## config.mk

```make
export PLATFORM = sky130hd
export DESIGN_NAME = nmea_sentence_checker_core
export DESIGN_NICKNAME = d
export VERILOG_FILES = /design/src/rtl/core/nmea_chk_pkg.sv /design/src/rtl/core/nmea_chk_line.sv /design/src/rtl/core/nmea_chk_verdict.sv /design/src/rtl/core/nmea_sentence_checker_core.sv
export SDC_FILE = /design/constraint.sdc
export NUM_CORES = 1
export LEC_CHECK = 0
export BUFFER_PORTS_ARGS = -buffer_cell sky130_fd_sc_hd__buf_2
export CORE_MARGIN = 2
export CORE_UTILIZATION = 59
export DETAILED_ROUTE_END_ITERATION = 6
export PLACE_DENSITY = 0.79
export REMOVE_ABC_BUFFERS = 1
export SLEW_MARGIN = 0
export SYNTH_ARGS = -nofsm -noshare
export SYNTH_HDL_FRONTEND = slang
export SYNTH_HIERARCHICAL = 1
export SYNTH_SLANG_ARGS = --single-unit
export TNS_END_PERCENT = 30
```

## constraint.sdc

```tcl
create_clock -name aclk -period 2.36 [get_ports aclk]
set_clock_uncertainty 0.05 [all_clocks]
set_input_delay 0.236 -clock aclk [delete_from_list [all_inputs] [get_ports aclk]]
set_output_delay 0.236 -clock aclk [all_outputs]
set_load 0.02 [all_outputs]
```

## src/rtl/core/nmea_chk_pkg.sv

```systemverilog
// Shared types, constants and helper functions for the NMEA sentence checker.
// Used by nmea_chk_line, nmea_chk_verdict and nmea_sentence_checker_core.
// No dependencies.
package nmea_chk_pkg;

    // Line buffer size in bytes; a line holds at most LINE_BUFFER_BYTES-1 bytes.
    localparam int LINE_BUFFER_BYTES = 512;
    localparam int LINE_LEN_W        = $clog2(LINE_BUFFER_BYTES);
    localparam logic [LINE_LEN_W-1:0] LINE_LEN_MAX = LINE_LEN_W'(LINE_BUFFER_BYTES - 1);

    localparam logic [7:0] CH_DOLLAR = 8'h24;
    localparam logic [7:0] CH_STAR   = 8'h2A;
    localparam logic [7:0] CH_COMMA  = 8'h2C;
    localparam logic [7:0] CH_CR     = 8'h0D;
    localparam logic [7:0] CH_LF     = 8'h0A;

    localparam int NUM_TYPES = 6;

    typedef enum logic [2:0] {
        TYPE_GGA   = 3'd0,
        TYPE_RMC   = 3'd1,
        TYPE_VTG   = 3'd2,
        TYPE_GSA   = 3'd3,
        TYPE_ZDA   = 3'd4,
        TYPE_GST   = 3'd5,
        TYPE_OTHER = 3'd6
    } sentence_type_t;

    typedef enum logic [1:0] {
        CHECK_NONE     = 2'd0,
        CHECK_MATCH    = 2'd1,
        CHECK_MISMATCH = 2'd2
    } check_status_t;

    // Three-character sentence codes, first character in the top byte.
    localparam logic [NUM_TYPES-1:0][23:0] TYPE_CODES = {
        {"G", "S", "T"},
        {"Z", "D", "A"},
        {"G", "S", "A"},
        {"V", "T", "G"},
        {"R", "M", "C"},
        {"G", "G", "A"}
    };

    // State of the line being assembled, as seen by the verdict logic.
    typedef struct packed {
        logic [LINE_LEN_W-1:0] length;
        logic                  starts_dollar;
        logic [7:0]            running_xor;
        logic                  star_seen;
        logic                  hex_digit_seen;
        logic [7:0]            hex_acc;
        logic                  hex_too_large;
        logic [1:0]            field_len;
        logic [23:0]           last_three;
    } line_state_t;

    typedef struct packed {
        sentence_type_t sentence_type;
        check_status_t  check_status;
        logic [7:0]     computed_sum;
        logic [7:0]     received_sum;
    } verdict_t;

    // Returns {is_hex, digit value}.
    function automatic logic [4:0] hex_decode(input logic [7:0] b);
        logic [4:0] res;
        res = 5'd0;
        if (b >= "0" && b <= "9") begin
            res = {1'b1, 4'(b - "0")};
        end else if (b >= "A" && b <= "F") begin
            res = {1'b1, 4'(b - "A" + 8'd10)};
        end else if (b >= "a" && b <= "f") begin
            res = {1'b1, 4'(b - "a" + 8'd10)};
        end
        return res;
    endfunction

    function automatic sentence_type_t classify(input logic [23:0] code);
        sentence_type_t res;
        res = TYPE_OTHER;
        // Walk downward so the lowest matching index wins.
        for (int i = NUM_TYPES - 1; i >= 0; i--) begin
            if (TYPE_CODES[i] == code) begin
                res = sentence_type_t'(3'(i));
            end
        end
        return res;
    endfunction

endpackage

```

## src/rtl/core/nmea_chk_line.sv

```systemverilog
// Line framing and per-line running state (XOR, hex field, first field).
// Depends on nmea_chk_pkg.
module nmea_chk_line (
    input  logic                      aclk,
    input  logic                      aresetn,
    input  logic                      byte_en,
    input  logic [7:0]                rx_byte,
    output nmea_chk_pkg::line_state_t line_state
);

    logic [nmea_chk_pkg::LINE_LEN_W-1:0] length_reg, length_next;
    logic        starts_dollar_reg, starts_dollar_next;
    logic [7:0]  running_xor_reg, running_xor_next;
    logic        star_seen_reg, star_seen_next;
    logic        reading_hex_reg, reading_hex_next;
    logic        hex_digit_seen_reg, hex_digit_seen_next;
    logic [7:0]  hex_acc_reg, hex_acc_next;
    logic        hex_too_large_reg, hex_too_large_next;
    logic        field_open_reg, field_open_next;
    logic [1:0]  field_len_reg, field_len_next;
    logic [23:0] last_three_reg, last_three_next;

    logic [4:0]  hex_dec;
    logic        clear_line;

    assign hex_dec = nmea_chk_pkg::hex_decode(rx_byte);

    // A newline ends the line; a byte beyond the buffer limit resets it and is dropped.
    assign clear_line = (rx_byte == nmea_chk_pkg::CH_LF) ||
                        (length_reg >= nmea_chk_pkg::LINE_LEN_MAX);

    always_comb begin
        length_next         = length_reg;
        starts_dollar_next  = starts_dollar_reg;
        running_xor_next    = running_xor_reg;
        star_seen_next      = star_seen_reg;
        reading_hex_next    = reading_hex_reg;
        hex_digit_seen_next = hex_digit_seen_reg;
        hex_acc_next        = hex_acc_reg;
        hex_too_large_next  = hex_too_large_reg;
        field_open_next     = field_open_reg;
        field_len_next      = field_len_reg;
        last_three_next     = last_three_reg;

        if (clear_line) begin
            length_next         = '0;
            starts_dollar_next  = 1'b0;
            running_xor_next    = 8'd0;
            star_seen_next      = 1'b0;
            reading_hex_next    = 1'b0;
            hex_digit_seen_next = 1'b0;
            hex_acc_next        = 8'd0;
            hex_too_large_next  = 1'b0;
            field_open_next     = 1'b1;
            field_len_next      = 2'd0;
            last_three_next     = 24'd0;
        end else begin
            if (length_reg == '0) begin
                starts_dollar_next = (rx_byte == nmea_chk_pkg::CH_DOLLAR);
            end else if (!star_seen_reg) begin
                if (rx_byte == nmea_chk_pkg::CH_STAR) begin
                    star_seen_next   = 1'b1;
                    reading_hex_next = 1'b1;
                end else begin
                    running_xor_next = running_xor_reg ^ rx_byte;
                end
            end else if (reading_hex_reg) begin
                if (!hex_dec[4]) begin
                    reading_hex_next = 1'b0;
                end else begin
                    if (hex_acc_reg[7:4] != 4'd0) begin
                        hex_too_large_next = 1'b1;
                    end
                    hex_acc_next        = {hex_acc_reg[3:0], hex_dec[3:0]};
                    hex_digit_seen_next = 1'b1;
                end
            end

            if (field_open_reg) begin
                if (rx_byte == nmea_chk_pkg::CH_COMMA || rx_byte == nmea_chk_pkg::CH_STAR ||
                    rx_byte == nmea_chk_pkg::CH_CR) begin
                    field_open_next = 1'b0;
                end else begin
                    last_three_next = {last_three_reg[15:0], rx_byte};
                    if (field_len_reg != 2'd3) begin
                        field_len_next = field_len_reg + 2'd1;
                    end
                end
            end

            length_next = length_reg + nmea_chk_pkg::LINE_LEN_W'(1);
        end
    end

    always_ff @(posedge aclk) begin
        if (!aresetn) begin
            length_reg         <= '0;
            starts_dollar_reg  <= 1'b0;
            running_xor_reg    <= 8'd0;
            star_seen_reg      <= 1'b0;
            reading_hex_reg    <= 1'b0;
            hex_digit_seen_reg <= 1'b0;
            hex_acc_reg        <= 8'd0;
            hex_too_large_reg  <= 1'b0;
            field_open_reg     <= 1'b1;
            field_len_reg      <= 2'd0;
            last_three_reg     <= 24'd0;
        end else if (byte_en) begin
            length_reg         <= length_next;
            starts_dollar_reg  <= starts_dollar_next;
            running_xor_reg    <= running_xor_next;
            star_seen_reg      <= star_seen_next;
            reading_hex_reg    <= reading_hex_next;
            hex_digit_seen_reg <= hex_digit_seen_next;
            hex_acc_reg        <= hex_acc_next;
            hex_too_large_reg  <= hex_too_large_next;
            field_open_reg     <= field_open_next;
            field_len_reg      <= field_len_next;
            last_three_reg     <= last_three_next;
        end
    end

    always_comb begin
        line_state.length         = length_reg;
        line_state.starts_dollar  = starts_dollar_reg;
        line_state.running_xor    = running_xor_reg;
        line_state.star_seen      = star_seen_reg;
        line_state.hex_digit_seen = hex_digit_seen_reg;
        line_state.hex_acc        = hex_acc_reg;
        line_state.hex_too_large  = hex_too_large_reg;
        line_state.field_len      = field_len_reg;
        line_state.last_three     = last_three_reg;
    end

endmodule

```

## src/rtl/core/nmea_chk_verdict.sv

```systemverilog
// Verdict logic: sentence type lookup and checksum comparison for a finished line.
// Depends on nmea_chk_pkg.
module nmea_chk_verdict (
    input  nmea_chk_pkg::line_state_t line_state,
    output logic                      emit,
    output nmea_chk_pkg::verdict_t    verdict
);

    assign emit = (line_state.length != '0) && line_state.starts_dollar;

    always_comb begin
        verdict.sentence_type = nmea_chk_pkg::TYPE_OTHER;
        if (line_state.field_len == 2'd3) begin
            verdict.sentence_type = nmea_chk_pkg::classify(line_state.last_three);
        end

        verdict.computed_sum = line_state.running_xor;
        verdict.received_sum = 8'd0;
        verdict.check_status = nmea_chk_pkg::CHECK_NONE;
        if (line_state.star_seen) begin
            verdict.received_sum = line_state.hex_acc;
            if (line_state.hex_digit_seen && !line_state.hex_too_large &&
                line_state.hex_acc == line_state.running_xor) begin
                verdict.check_status = nmea_chk_pkg::CHECK_MATCH;
            end else begin
                verdict.check_status = nmea_chk_pkg::CHECK_MISMATCH;
            end
        end
    end

endmodule

```

## src/rtl/core/nmea_sentence_checker_core.sv

```systemverilog
// Top level of the NMEA sentence checker: byte input, line state, registered verdict output.
// Depends on nmea_chk_pkg, nmea_chk_line and nmea_chk_verdict.
//
//   Channel   Direction   Payload                                        Request
//   s_        in          rx_byte[7:0]                                   one received byte
//   m_        out         sentence_type, check_status, computed_sum,     one verdict per
//                         received_sum                                   '$' line
//
// One byte is accepted per cycle while s_ready is high; a verdict appears on m_ the cycle after its newline.
// aresetn is synchronous and active low; it clears the line state and the output valid.
// The only stall is a verdict held in the output register: s_ready drops while m_valid
// is high and m_ready is low.
module nmea_sentence_checker_core (
    input  logic       aclk,
    input  logic       aresetn,
    input  logic       s_valid,
    output logic       s_ready,
    input  logic [7:0] s_rx_byte,
    output logic       m_valid,
    input  logic       m_ready,
    output logic [2:0] m_sentence_type,
    output logic [1:0] m_check_status,
    output logic [7:0] m_computed_sum,
    output logic [7:0] m_received_sum
);

    nmea_chk_pkg::line_state_t line_state;
    nmea_chk_pkg::verdict_t    verdict;
    nmea_chk_pkg::verdict_t    out_reg;
    logic                      out_valid_reg, out_valid_next;
    logic                      line_done;
    logic                      s_accept;
    logic                      load_out;

    assign s_ready  = !out_valid_reg || m_ready;
    assign s_accept = s_valid && s_ready;

    nmea_chk_line u_line (
        .aclk       (aclk),
        .aresetn    (aresetn),
        .byte_en    (s_accept),
        .rx_byte    (s_rx_byte),
        .line_state (line_state)
    );

    nmea_chk_verdict u_verdict (
        .line_state (line_state),
        .emit       (line_done),
        .verdict    (verdict)
    );

    assign load_out = s_accept && (s_rx_byte == nmea_chk_pkg::CH_LF) && line_done;

    always_comb begin
        out_valid_next = out_valid_reg;
        if (load_out) begin
            out_valid_next = 1'b1;
        end else if (m_ready) begin
            out_valid_next = 1'b0;
        end
    end

    always_ff @(posedge aclk) begin
        if (!aresetn) begin
            out_valid_reg <= 1'b0;
        end else begin
            out_valid_reg <= out_valid_next;
        end
    end

    always_ff @(posedge aclk) begin
        if (load_out) begin
            out_reg <= verdict;
        end
    end

    assign m_valid         = out_valid_reg;
    assign m_sentence_type = out_reg.sentence_type;
    assign m_check_status  = out_reg.check_status;
    assign m_computed_sum  = out_reg.computed_sum;
    assign m_received_sum  = out_reg.received_sum;

endmodule
```

* After elaboration in Yosys (flattened, before gate mapping)
Cells that the tools add are included.
** Storage, ports and cells
- Flip-flop bits (word level) :: 79
** Operators by class
- $add $sub $neg :: 7
- $lt $le $gt $ge :: 7
- Equal/unequal tests :: 18
- Multiplexer cells :: 55
- Bitwise operators :: 2
- Reduce and logical (&&, ||, !) cells :: 36
** Operators with widths (number)
- == test 23 x 24 -> 1 bit (first input constant) :: 6
- two-way mux 24 bit :: 3
- two-way mux 8 bit :: 9
- two-way mux 1 bit :: 28
- == test 8 x 6 -> 1 bit (second input constant) :: 3
- == test 8 x 4 -> 1 bit (second input constant) :: 2
- >= comparator 8 x 7 -> 1 bit (second input constant) :: 2
- <= comparator 8 x 7 -> 1 bit (second input constant) :: 2
- nonzero test 2 bit :: 8
- two-way mux 5 bit :: 3
- two-way mux 2 bit :: 7
- two-way mux 3 bit :: 4
- subtractor 4 x 1 -> 4 bit (second input constant) :: 3
- adder 9 x 1 -> 9 bit (second input constant) :: 1
- >= comparator 9 bit (second input constant) :: 1
- logical AND 1 bit :: 9
- logical NOT 9 bit :: 1
- two-way mux 9 bit :: 1
- nonzero test 9 bit :: 1
- adder 4 bit (second input constant) :: 2
- == test 8 bit :: 1
- >= comparator 8 x 6 -> 1 bit (second input constant) :: 1
- <= comparator 8 x 6 -> 1 bit (second input constant) :: 1
- AND reduction 4 bit :: 2
- other kinds (15) :: 24

* Logic depth before layout (Yosys ltp)
- Depth after elaboration :: 10
- Depth in mapped cells :: 10
- Gate-level depth less buffers :: 8

* By module
Netlist, hierarchy kept.
** By module, submodules not included
- nmea_chk_line :: times used 1, cells an instance 282, area an instance 2523.7 um2, seq. area each 1141.1 um2
- nmea_sentence_checker_core :: times used 1, cells an instance 29, area an instance 713.2 um2, seq. area each 650.6 um2
- nmea_chk_verdict :: times used 1, cells an instance 68, area an instance 474.2 um2, seq. area each 0.0 um2

* Worst setup path before layout
No wires, ideal clock.
- Path kind :: flip-flop to flip-flop
- From :: register u_line/length_reg[0] in the netlist's numbering
- To :: register out_reg (netlist bit m_check_status[0]), enable pin
- Arrival :: 1719 ps
- Data required time :: 1909 ps
- Setup slack :: 190 ps
- Stages on the path, launching flop included :: 5
- Clock period less this slack :: 2170 ps
- Cells stage by stage :: dfxtp_1 nor3_1 a31oi_1 nand4b_1 nor2b_1
** On the way
- Cells in the longest elaborated chain, start to end :: 3
** Ends and longest elaborated chain
- start, declared :: RTL line nmea_chk_line.sv:11 : logic [nmea_chk_pkg::LINE_LEN_W-1:0] length_reg, length_next;
- start signal, assigned :: RTL line nmea_chk_line.sv:109 : length_reg <= length_next;
- nonzero test 9 bit :: RTL line nmea_chk_verdict.sv:9 : assign emit = (line_state.length != '0) && line_state.starts_dollar;
- logical AND 1 bit :: RTL line nmea_chk_verdict.sv:9
- via line_done :: RTL line nmea_sentence_checker_core.sv:31 : logic line_done;
- logical AND 1 bit :: RTL line nmea_sentence_checker_core.sv:52 : assign load_out = s_accept && (s_rx_byte == nmea_chk_pkg::CH_LF) && line_done;
- via load_out :: RTL line nmea_sentence_checker_core.sv:33 : logic load_out;
- end signal, assigned :: RTL line nmea_sentence_checker_core.sv:73 : out_reg <= verdict;
- end, declared :: RTL line nmea_sentence_checker_core.sv:29 : nmea_chk_pkg::verdict_t out_reg;
The timed path passes the listed nets, and every way through them passes these cells.
A chain may end at the register's enable or synchronous reset.

* Worst setup path in the final report
- From :: register u_line/length_reg[1] in the netlist's numbering
- To :: register u_line.last_three_reg[22]
** On the way
- Cells in the longest elaborated chain, start to end :: 4
** Ends and longest elaborated chain
- >= comparator 9 bit * :: RTL line nmea_chk_line.sv:30 : (length_reg >= nmea_chk_pkg::LINE_LEN_MAX);
- logical OR 1 bit * :: RTL line nmea_chk_line.sv:29 : assign clear_line = (rx_byte == nmea_chk_pkg::CH_LF) ||
- inequality test 2 x 1 -> 1 bit (no source line) or nonzero test 2 bit (tied branches)
- AND reduction 3 bit (no source line)
- end signal, assigned :: RTL line nmea_chk_line.sv:119 : last_three_reg <= last_three_next;
- end, declared :: RTL line nmea_chk_line.sv:21 : logic [23:0] last_three_reg, last_three_next;
Mark *: on every way between the ends. The rest lies on a longest branch, timed or not.

==> results by group <==
Critical path
  • Worst stage delay on the critical path: around 360 ps
  • Critical-path cell list: ha_1 > inv_1 > nor3_1 > ha_1 > a31o_2 > nor2_4 > nand2_1 > buf_4 > o22ai_1
  • CP dominant cell by count: ha_1
  • CP Max Fanout: 15
  • Kind of launch point of the worst setup path: flop
  • Worst Path Required: 2570 ps
  • Crit path DAT: approximately 2400 ps
  • Crit Path Category: reg -> reg
  • Crit. End Element: flop
  • Critical-path top delay cell: dfxtp_1

Cells and area
  • Final antenna diode count: 0
  • Syn-to-layout area delta: 11.2%
  • Total Nets Final: 430
  • Layout cells sized above 1: 18.4%
  • Post-route design area: 4130 sq um
  • Commonest non-fill, non-tap cell in the layout: dfxtp_1
  • Largest register FFs: 24
  • Most frequent cells in the layout: dfxtp_1 (58), nand2_1 (50), buf_2 (34), nor2_1 (30), o22ai_1 (27)
  • Final Core Density: 68.9%
  • Fill count: 465

Global route
  • Largest net degree at the start of global routing: 39
  • Vias in the first global route: 2848
  • Initial antenna violation count: 0
  • Grt total ovfl: 0
  • GRT Overall Usage: 23.5%
  • Global-route wire length before repair: roughly 13000 um

Logic synthesis
  • Seq/Total Area, Yosys: just under 50%
  • Post-Syn Area: 3710 sq um
  • Synth top area cells: dfxtp_1 (31%), edfxtp_1 (17%), nand2_1 (5.1%)
  • Synth top area share: 31.3%
  • Number of flops mapped to enable cells by yosys: 21
  • Most used DFF post-synth: dfxtp_1
  • Synth warnings: 6
  • Cell variety after synth: 60
  • Average size of a mapped cell: 9.79 sq um
  • Area leader, netlist: dfxtp_1
  • Async set-reset flop share out of synthesis: 0%
  • Seq cells post-synth: 79
  • Synth Instances: 379

Placed design
  • Placed instance area: 3920 sq um
  • Final GP Congestion: 0.882
  • Post-DP HPWL: 5610 um
  • I/O Buffers: 34
  • Pre-CTS WS: 235 ps

Power
  • Total Power: 0.00276 W
  • Power Dens Cells: 668 nW/um^2
  • Worst ir drop on vdd: 0.000360 V
  • Leakage power: roughly 1.5 nW

Run
  • # Max-Cap Violations: 0

Floorplanning
  • Initial Util: between 60% and 70%
  • Io pins: 35
  • Die width: ~83 um
  • Row Count: 28
  • Die area: 6940 sq um
  • Die Y: approximately 83 um
  • Core region area: 5990 sq um

Route
  • WL final: 7950 um
  • Vias per inst: around 6.0
  • DR WL/cell: 16.3 um
  • 1st-pass router iterations: 4
  • Via Count: 2919
  • Post-route ant nets: 0
  • Initial DRC Count: roughly 240
  • # DRC: 0

Clocking
  • Post-CTS repair timing setup buffer count: 0
  • Clock buffer depth: 2
  • H-tree levels: 3
  • CTS root buf: clkbuf_8
  • Post-cts resize count: 0
  • TritonCTS clock tree: done
  • Post-CTS Hold Buffers: 0
  • Cts bufs inserted: 9
  • Clk slew on worst S/H paths: 80 ps
  • CTS sink cnt: 79
  • Clock Latency Late Sink: 340 ps

Run status
  • Status: completed

STA
  • Relative slew margins: between 70% and 80%
  • Setup TNS: 0 ps
  • Tmin final: 2150 ps
  • Fin. Hold Viols: 0
  • Setup violators final: 0
  • Max Freq: 466 MHz
  • Worst Tran Pin Value: 436 ps
  • RSZ-0062 raised after global routing: false
  • Final period util: a little over 90%
  • Final Worst Setup Slack: 214 ps
  • Max Slew Vio Count: 0

Min path
  • Worst Hold Class: in -> reg
==> worst max-delay path, delay by kind of cell (launching register included) <==
kind | cells | cell delay (ps)
AO/OA/AOI/OAI | 2 | 450
adder cells (fa/ha/maj) | 2 | 440
buffers and inverters | 2 | 300
flip-flops | 1 | 360
AND/OR/NAND/NOR | 3 | 470
==> synth_stat cells, types with 3 or more instances <==
master / number
buf_4: 12
inv_1: 9
nor2b_1: 3
o32ai_1: 4
xor2_1: 16
clkbuf_1: 6
nor3_1: 8
ha_1: 9
nand2_1: 50
mux2i_1: 5
and2_1: 9
nor4_1: 6
o22ai_1: 27
nor3b_1: 4
xnor2_1: 8
nand2b_1: 5
nand4_1: 11
buf_2: 8
nand3_1: 15
a211o_1: 3
edfxtp_1: 21
dfxtp_1: 58
nor2_1: 30
a21oi_1: 5
==> cell type report <==
cell class	instances	area (sq um)	area share, %
Clock buffer	13	170	4.12
Clock inverter	3	41.3	1.00
Inverter	9	33.8	0.818
Multi-Input combinational cell	264	1720	41.8
Sequential cell	79	1790	43.4
Tap cell	75	93.8	2.27
Timing Repair Buffer	46	273	6.61
==> where the power goes <==
| group | internal (W) | switching, W |
|---|---|---|
| clock network | 0.000580 | 0.000468 |
| registers | 0.00142 | 0.0000405 |
| logic | 0.000100 | 0.000147 |
| total | 0.00210 | 0.000656 |
==> per-stage QoR <==
step / std cells / hold WS, ps
finish: 489 / 171
global route: 489 / 188
CTS: 489 / 171
detailed placement: 473 / 408
global placement: 473 / 399
floorplan: 352 / 337
==> per-layer routing <==
metal / share of wire (%) / up-vias / global-route usage (%)
li1: - / 1429 / -
met1: 44 / 1400 / 28.6
met2: 49 / 72 / 39.7
met3: 4.3 / 18 / 5.86
met4: 2.2 / 0 / 9.69
met5: 0 / - / 0
==> logic make-up after synthesis <==
group,share of synthesized area (%)
buffers and inverters,5.33
XOR/XNOR,5.66
adder cells (fa/ha/maj),3.03
AO/OA/AOI/OAI,11.1
flip-flops,48.3
AND/OR/NAND/NOR,24.6
multiplexers,1.96
==> path summary, 6_finish.rpt <==
path,startpoint,cells after the start,slack [ps],to
max,u_line/length_reg[1],9,210,u_line/last_three_reg[22]
min,m_ready,3,170,m_valid
max reg2reg,u_line/length_reg[1],9,210,u_line/last_three_reg[22]
min reg2reg,u_line/last_three_reg[17],2,420,u_line/last_three_reg[17]
Note: power is estimated with default switching activity, not from simulation.
